## src/hdl/particle_euler_box_collision_defines.svh

```systemverilog
// Assertion macros for the particle Euler box collision block.
// Used by the top level only; needs clk and arst_n in scope.
`ifndef PARTICLE_EULER_BOX_COLLISION_DEFINES_SVH
`define PARTICLE_EULER_BOX_COLLISION_DEFINES_SVH
`ifndef SYNTHESIS
`define PEB_ASSERT_NOW(lbl, a, b) \
	lbl: assert property (@(posedge clk) disable iff (!arst_n) (a) |-> (b)) \
		else $error("assertion failed");
`define PEB_ASSERT_NEXT(lbl, a, b) \
	lbl: assert property (@(posedge clk) disable iff (!arst_n) (a) |=> (b)) \
		else $error("assertion failed");
`else
`define PEB_ASSERT_NOW(lbl, a, b)
`define PEB_ASSERT_NEXT(lbl, a, b)
`endif
`endif

```

## src/hdl/peb_pkg.sv

```systemverilog
// Shared types, widths, plane codes and saturation for the particle step pipeline.
// No dependencies.
`default_nettype none
package peb_pkg;
	localparam int FB = 16;
	localparam int NW = 32;
	localparam int CB = 16;
	localparam int CW = 17;
	localparam int DTW = 17;
	localparam int DW = NW + 2;
	localparam int SW = 48;
	localparam int PW = NW + DTW + 1;
	localparam int KW = CW + 1;
	localparam logic [KW-1:0] COEF_ONE = KW'(65536);

	typedef logic signed [NW-1:0] num_t;
	typedef logic [2:0][NW-1:0] vec3_t;

	typedef enum logic [2:0] {
		HIT_NONE = 3'd0, HIT_CEIL = 3'd1, HIT_FLOOR = 3'd2, HIT_PX = 3'd3,
		HIT_NX = 3'd4, HIT_PZ = 3'd5, HIT_NZ = 3'd6
	} hit_t;

	typedef enum logic [2:0] {
		REG_ELAST = 3'd0, REG_FRIC = 3'd1, REG_GX = 3'd2, REG_GY = 3'd3,
		REG_GZ = 3'd4, REG_HALFW = 3'd5, REG_HEIGHT = 3'd6
	} reg_t;

	typedef struct packed {
		logic [CW-1:0] elasticity;
		logic [CW-1:0] friction;
		vec3_t grav;
		logic [NW-2:0] half_w;
		logic [NW-2:0] height;
	} cfg_t;

	typedef struct packed {
		logic [DTW-1:0] step_time;
		logic [NW-1:0] life;
		vec3_t vel;
		vec3_t pos;
	} part_t;

	// stepped particle, before the plane test
	typedef struct packed {
		vec3_t p;
		vec3_t v;
		vec3_t p0;
		logic [NW-1:0] life;
		logic alive;
	} step_t;

	typedef struct packed {
		vec3_t p;
		vec3_t v;
		logic [NW-1:0] life;
		logic alive;
		hit_t hit;
		logic [1:0] axis;
		logic neg;
		logic [DW-1:0] dnew;
	} plane_t;

	function automatic num_t sat(input logic signed [SW-1:0] x);
		logic signed [SW-1:0] hi;
		logic signed [SW-1:0] lo;
		hi = SW'({1'b0, {(NW-1){1'b1}}});
		lo = -hi - SW'(1);
		if (x > hi) return num_t'(hi);
		if (x < lo) return num_t'(lo);
		return num_t'(x);
	endfunction
endpackage
`default_nettype wire

```

## src/hdl/peb_plane.sv

```systemverilog
// Plane crossing test in fixed order, first crossing wins (stage 3).
// Depends on peb_pkg.
`default_nettype none
module peb_plane (
	input  wire logic           clk,
	input  wire logic           arst_n,
	input  wire logic           en,
	input  wire logic           in_valid,
	input  wire peb_pkg::step_t st,
	input  wire peb_pkg::cfg_t  cfg,
	output logic                valid_s3,
	output peb_pkg::plane_t     pl_s3
);
	peb_pkg::plane_t pl_c;

	always_comb begin
		logic signed [peb_pkg::DW-1:0] dold;
		logic signed [peb_pkg::DW-1:0] dnw;
		logic signed [peb_pkg::DW-1:0] off;
		logic [1:0] ax;
		logic ng;
		logic found;
		found = 1'b0;
		pl_c.p = st.p;
		pl_c.v = st.v;
		pl_c.life = st.life;
		pl_c.alive = st.alive;
		pl_c.hit = peb_pkg::HIT_NONE;
		pl_c.axis = 2'd0;
		pl_c.neg = 1'b0;
		pl_c.dnew = '0;
		for (int i = 0; i < 6; i++) begin
			ax = (i < 2) ? 2'd1 : ((i < 4) ? 2'd0 : 2'd2);
			ng = (i % 2 == 0);
			off = (i == 0) ? peb_pkg::DW'(cfg.height) :
				((i == 1) ? '0 : peb_pkg::DW'(cfg.half_w));
			if (ng) begin
				dold = off - peb_pkg::DW'($signed(st.p0[ax]));
				dnw = off - peb_pkg::DW'($signed(st.p[ax]));
			end else begin
				dold = off + peb_pkg::DW'($signed(st.p0[ax]));
				dnw = off + peb_pkg::DW'($signed(st.p[ax]));
			end
			if (st.alive && !found &&
				((dold > 0 && dnw < 0) || (dold < 0 && dnw > 0))) begin
				found = 1'b1;
				pl_c.hit = peb_pkg::hit_t'(i + 1);
				pl_c.axis = ax;
				pl_c.neg = ng;
				pl_c.dnew = dnw;
			end
		end
	end

	always_ff @(posedge clk or negedge arst_n) begin
		if (!arst_n) begin
			valid_s3 <= 1'b0;
		end else if (en) begin
			valid_s3 <= in_valid;
		end
	end

	always_ff @(posedge clk) begin
		if (en) begin
			pl_s3 <= pl_c;
		end
	end
endmodule
`default_nettype wire

```

## config.mk

```make
export PLATFORM = sky130hd
export DESIGN_NAME = peb_plane
export DESIGN_NICKNAME = d
export VERILOG_FILES = /design/src/hdl/particle_euler_box_collision_defines.svh /design/src/hdl/peb_pkg.sv /design/src/hdl/peb_plane.sv
export SDC_FILE = /design/constraint.sdc
export NUM_CORES = 1
export LEC_CHECK = 0
export BUFFER_PORTS_ARGS = -buffer_cell sky130_fd_sc_hd__buf_2
export CAP_MARGIN = 30
export CORE_AREA = 2 2 303 305
export CTS_BUF_LIST = sky130_fd_sc_hd__clkbuf_4 sky130_fd_sc_hd__clkbuf_8 sky130_fd_sc_hd__clkbuf_16
export DETAILED_ROUTE_END_ITERATION = 6
export DIE_AREA = 0 0 305 307
export GPL_TIMING_DRIVEN = 0
export HOLD_SLACK_MARGIN = 0.03
export SLEW_MARGIN = 20
export SYNTH_ARGS = -nofsm -noshare
export SYNTH_HDL_FRONTEND = slang
export SYNTH_SLANG_ARGS = --single-unit
```

## constraint.sdc

```tcl
create_clock -name clk -period 1 [get_ports clk]
set_clock_uncertainty 0.1 [all_clocks]
set_input_delay 0.1 -clock clk [delete_from_list [all_inputs] [get_ports clk]]
set_output_delay 0.1 -clock clk [all_outputs]
set_load 0.005 [all_outputs]
```

# ---- After elaboration in Yosys (flattened, before gate mapping)
# Cells that the tools add are included.
dict set report totals {
  elab_cells 97
  reg_bits 266
  input_bits 517
}
dict set report op_classes {
  n_addsub 10
  n_reduce_logical 37
  n_lt_le_gt_ge 24
  n_mux 11
}
# op count
set op_table {}
lappend op_table {{$gt 33x1->1 const B} 10}
lappend op_table {{$lt 33x1->1 const B} 10}
lappend op_table {{$sub 32x32->33} 6}
lappend op_table {{$mux 39} 4}
lappend op_table {{$add 32x32->33} 4}
lappend op_table {{$gt 32x1->1 const B} 2}
lappend op_table {{$lt 32x1->1 const B} 2}
lappend op_table {{$mux 38} 1}
lappend op_table {{$mux 34} 1}
lappend op_table {{$logic_and 1x1->1} 23}
lappend op_table {{$logic_or 1x1->1} 6}
lappend op_table {{$logic_not 1->1} 5}
lappend op_table {{$mux 1} 5}
lappend op_table {{$reduce_or 4->1} 1}
lappend op_table {{$reduce_or 3->1} 1}
lappend op_table {{$reduce_or 2->1} 1}

# ---- Logic depth before layout (Yosys ltp)
dict set report depth {
  ltp_word 26
  mapped_depth 21
}

# ---- Worst setup path before layout
# Ideal clock, no wire load.
dict set report synth_path {
  kind {input to register}
  start {input port cfg[0] in the netlist's numbering}
  end {register pl_s3[16] in the netlist's numbering, data pin}
  n_path_buf 1
  setup_slack_ps -3426
  t_arrival_ps 4066
  stages 17
  path_cell_list {inv_1 > ha_1 > fa_1 > nand2b_1 > a21oi_2 > o21ai_2 > o32a_1 > a2111oi_0 > nor4b_1 > nand4_1 > or4_1 > a22oi_2 > and2_1 > nand3_4 > nor3_4 > buf_6 > mux2_2}
}
# element line_no
set synth_rtl {}
lappend synth_rtl {{start: declaration} peb_plane.sv:10} ;# input wire peb_pkg::cfg_t cfg,
lappend synth_rtl {{end signal: assignment} peb_plane.sv:65} ;# pl_s3 <= pl_c;
lappend synth_rtl {{end: declaration} peb_plane.sv:12} ;# output peb_pkg::plane_t pl_s3

==> flow_metrics.tcl <==
set metrics [dict create \
    max_slew_margin 0.363 \
    dr.pass1.iters 6 \
    power_uw 53500 \
    cts_tree "done" \
    synth_flop_cell "edfxtp_1" \
    cp.arrival_ns 4.57 \
    tightest_slew_ns 0.947 \
    core-area_um2 90700 \
    fin_crit_ns 4.41 \
    dp_hpwl_mm 126 \
    fp.dieW_um 305 \
    r2r_cells 1 \
    area_delta_synth_final_pct 44.7 \
    sw_frac_of_total 0.416 \
    status "finished with violations" \
    finalHoldViolCount 78 \
    numCtsBuffers 34 \
    yosys_warnings 0 \
    setup_slack_ns -3.41 \
    intPower_uw 31200 \
    ios 783 \
    synthesis.area_um2 31900 \
    power.density_nw_per_um2 1160 \
    hold_depth 1 \
    fin_hold_ws_ns -0.169 \
    crit_chain "buf_6 -> ha_1 -> clkbuf_2 -> a21oi_1 -> o21ai_0 -> o22ai_2 -> nand4_1 -> a2111oi_4 -> nand4_1 -> nor4_2 -> nor3b_1 -> o21ba_4 -> buf_8 -> nor2_4 -> buf_6 -> buf_6 -> a221o_1 -> o21ai_2 -> nand4_1" \
    fmax_mhz 227 \
    grt_pass1_vias 35800 \
    antenna_found_initial 24 \
    synthArstFlopShare 0.00379 \
    drt-total-wl_mm 163 \
    slowest_stage "a2111oi_4" \
    synth-seq-cells 264 \
    combPwrFrac 0.509 \
    clkPwrFrac 0.237 \
    die_h_um 307 \
    finalNetCount 5901 \
    cts_max_path_buffers 3 \
    row_count 111 \
    critical_path_required_ns 1.16 \
    grt_util_all_layers 0.328 \
    cp-start-kind "input port" \
    die_area_um2 93600 \
    synth.avg_cell_area_um2 7.94 \
    clock-root-buffer "clkbuf_16" \
    syn_inst 4022 \
    switching_power_uw 22300 \
    vias 38200 \
    violations "negative hold slack, negative setup slack" \
    htree_levels 2 \
    grt-ovfl-total 0 \
    cp_max_fo 10 \
    gp_congestion 1.01 \
    drive_gt1_frac 0.306 \
    io_buffers 652 \
    final_util 0.510 \
    crit_path_end_kind "flip-flop" \
    synth_edf_count 263 \
    cts_hold_buf 228 \
    path_class "input port to flip-flop" \
    grt_pass1_wl_mm 233 \
    drt.antenna.violating_nets 0 \
    hold_path.class "input port to flip-flop" \
    cap_violations 0 \
    grt_max_degree 96 \
    vias_per_cell 6.08 \
    period_share 4.41 \
    ys_types 103 \
    start_util 0.352 \
    wl_per_cell_um 25.9 \
    syn_nets 4859 \
    peakVddDrop_mv 1.24 \
    drt-initial-drc-count 4064 \
    post-place-ws_ns -5.48 \
    clk_latency_ns 0.59 \
    clkSinkCount 264 \
    setup_violations 304 \
    clkTransAtPathRegs_ns 0.06 \
    ys_seq_area_frac 0.248 \
    drv_slew 0 \
    slowest_delay_ns 0.40 \
    p_leak_uw 0.0188 \
    seqPwrFrac 0.254 \
    rsz0062_at_grt "true" \
    route.detailed.drc 0 \
]
-- power groups by stage --
stage,sequential [µW],combinational (µW),clock [µW]
final,13600,27200,12700
after global placement,13900,21100,0
after global routing,13700,28700,13400
after CTS,13600,25000,13100
after detailed placement,13800,21100,0
after floorplan,14000,12900,0
-- synth_stat cells (20+ instances only) --
cell type	instances	area, µm²
nand2_1	250	938
o211ai_1	54	405
o221ai_1	20	175
nor2b_1	71	444
a21o_1	66	495
nand2b_1	62	388
nor3_1	133	666
nand4_1	73	457
a2111oi_0	29	254
o31ai_1	51	383
nor4_1	93	582
nand3_1	105	526
a221oi_1	24	210
xor2_1	32	280
o21ai_0	227	1140
o21a_1	57	428
o2111ai_1	30	263
nor2_1	334	1250
a31oi_1	40	250
and3_1	31	194
a21oi_1	361	1810
or2_2	29	181
xnor2_1	108	946
o31a_1	21	184
or3_1	43	269
o21bai_1	41	308
clkbuf_1	158	593
edfxtp_1	263	7900
a211o_1	20	175
mux2i_1	23	230
or4_1	26	195
and2_1	34	213
a211oi_1	61	458
ha_1	310	3880
inv_1	328	1230
-- sequential cells by signal, summed over array words and instances, names as in the netlist --
name,cells
pl_s3,263
valid_s3,1
-- cell usage in the layout (no fill, tap or decap), types with 35 or more instances in the layout --
cell,n
buf_2,596
nor2_1,319
inv_1,314
a21oi_1,298
edfxtp_1,263
ha_1,246
nand2_1,242
dlygate4sd3_1,228
o21ai_0,187
buf_4,160
nor3_1,107
xnor2_1,101
nand3_1,92
buf_6,82
nand4_1,73
a21o_1,66
nor2b_1,66
nor4_1,60
nand2b_1,57
o21a_1,54
o211ai_1,54
clkbuf_1,46
a21oi_2,41
or3_1,37
a211oi_1,37
ha_4,36
o21bai_1,35
-- layer usage --
metal	wire (µm)	vias up	GRT usage
met2	74400	2073	0.537
met1	64200	18300	0.408
li1	-	17300	-
met4	9770	12	0.165
met3	14500	489	0.0672
met5	73	-	0
-- what timing repair did --
item	in CTS	in global routing
endpoints found under the hold margin	312	78
buffers inserted	121	56
endpoints found under the setup margin	350	304
gates resized for setup	687	300
cloned	6	0
pin swaps	129	116
-- kinds of logic after synthesis --
| kind of cell | synth area share |
|---|---|
| AO/OA/AOI/OAI | 0.291 |
| XOR/XNOR | 0.0384 |
| adder cells (fa/ha/maj) | 0.128 |
| buffers and inverters | 0.0656 |
| flip-flops | 0.248 |
| multiplexers | 0.0111 |
| AND/OR/NAND/NOR | 0.218 |
-- final timing paths --
| kind | from | to | slack, ns |
|---|---|---|---|
| setup / recovery | cfg[37] | pl_s3[29]$_DFFE_PP_ | -3.41 |
| min in group asynchronous | arst_n | valid_s3$_DFFE_PN0P_ | 0.25 |
| hold / removal | en | pl_s3[211]$_DFFE_PP_ | -0.17 |
| setup reg to reg | valid_s3$_DFFE_PN0P_ | valid_s3$_DFFE_PN0P_ | 0.13 |
| hold reg to reg | valid_s3$_DFFE_PN0P_ | valid_s3$_DFFE_PN0P_ | 0.46 |
| max in group asynchronous | arst_n | valid_s3$_DFFE_PN0P_ | 0.45 |
-- layout make-up --
| class | instances | area, µm² |
|---|---|---|
| sequential | 264 | 7920 |
| antenna | 14 | 35.0 |
| clock inverter | 21 | 214 |
| multi-input combinational | 3223 | 25700 |
| clock buffer | 41 | 903 |
| tap | 1186 | 1480 |
| timing repair buffer | 1061 | 7630 |
| fill | 8659 | 44500 |
| inverter | 335 | 1320 |
| buffer | 145 | 970 |
-- critical path: cells and delay by family --
family / cells / cell delay (ns)
buffers and inverters: 5 / 0.78
adders and majority gates: 1 / 0.31
AOI/OAI and AO/OA: 7 / 2.14
and+or+nand+nor: 6 / 1.21
-- through the flow --
stage          setup TNS [ns]  instance area, µm²  cells
2_1_floorplan         -113.26               32500   4022
3_3_place_gp         -1304.22               37200   5860
3_5_place_dp          -318.71               37300   5864
4_1_cts               -203.90               44500   6244
5_1_grt               -214.72               46200   6282
6_report              -200.59               46200   6290
Note: power is estimated with default switching activity, not from simulation.
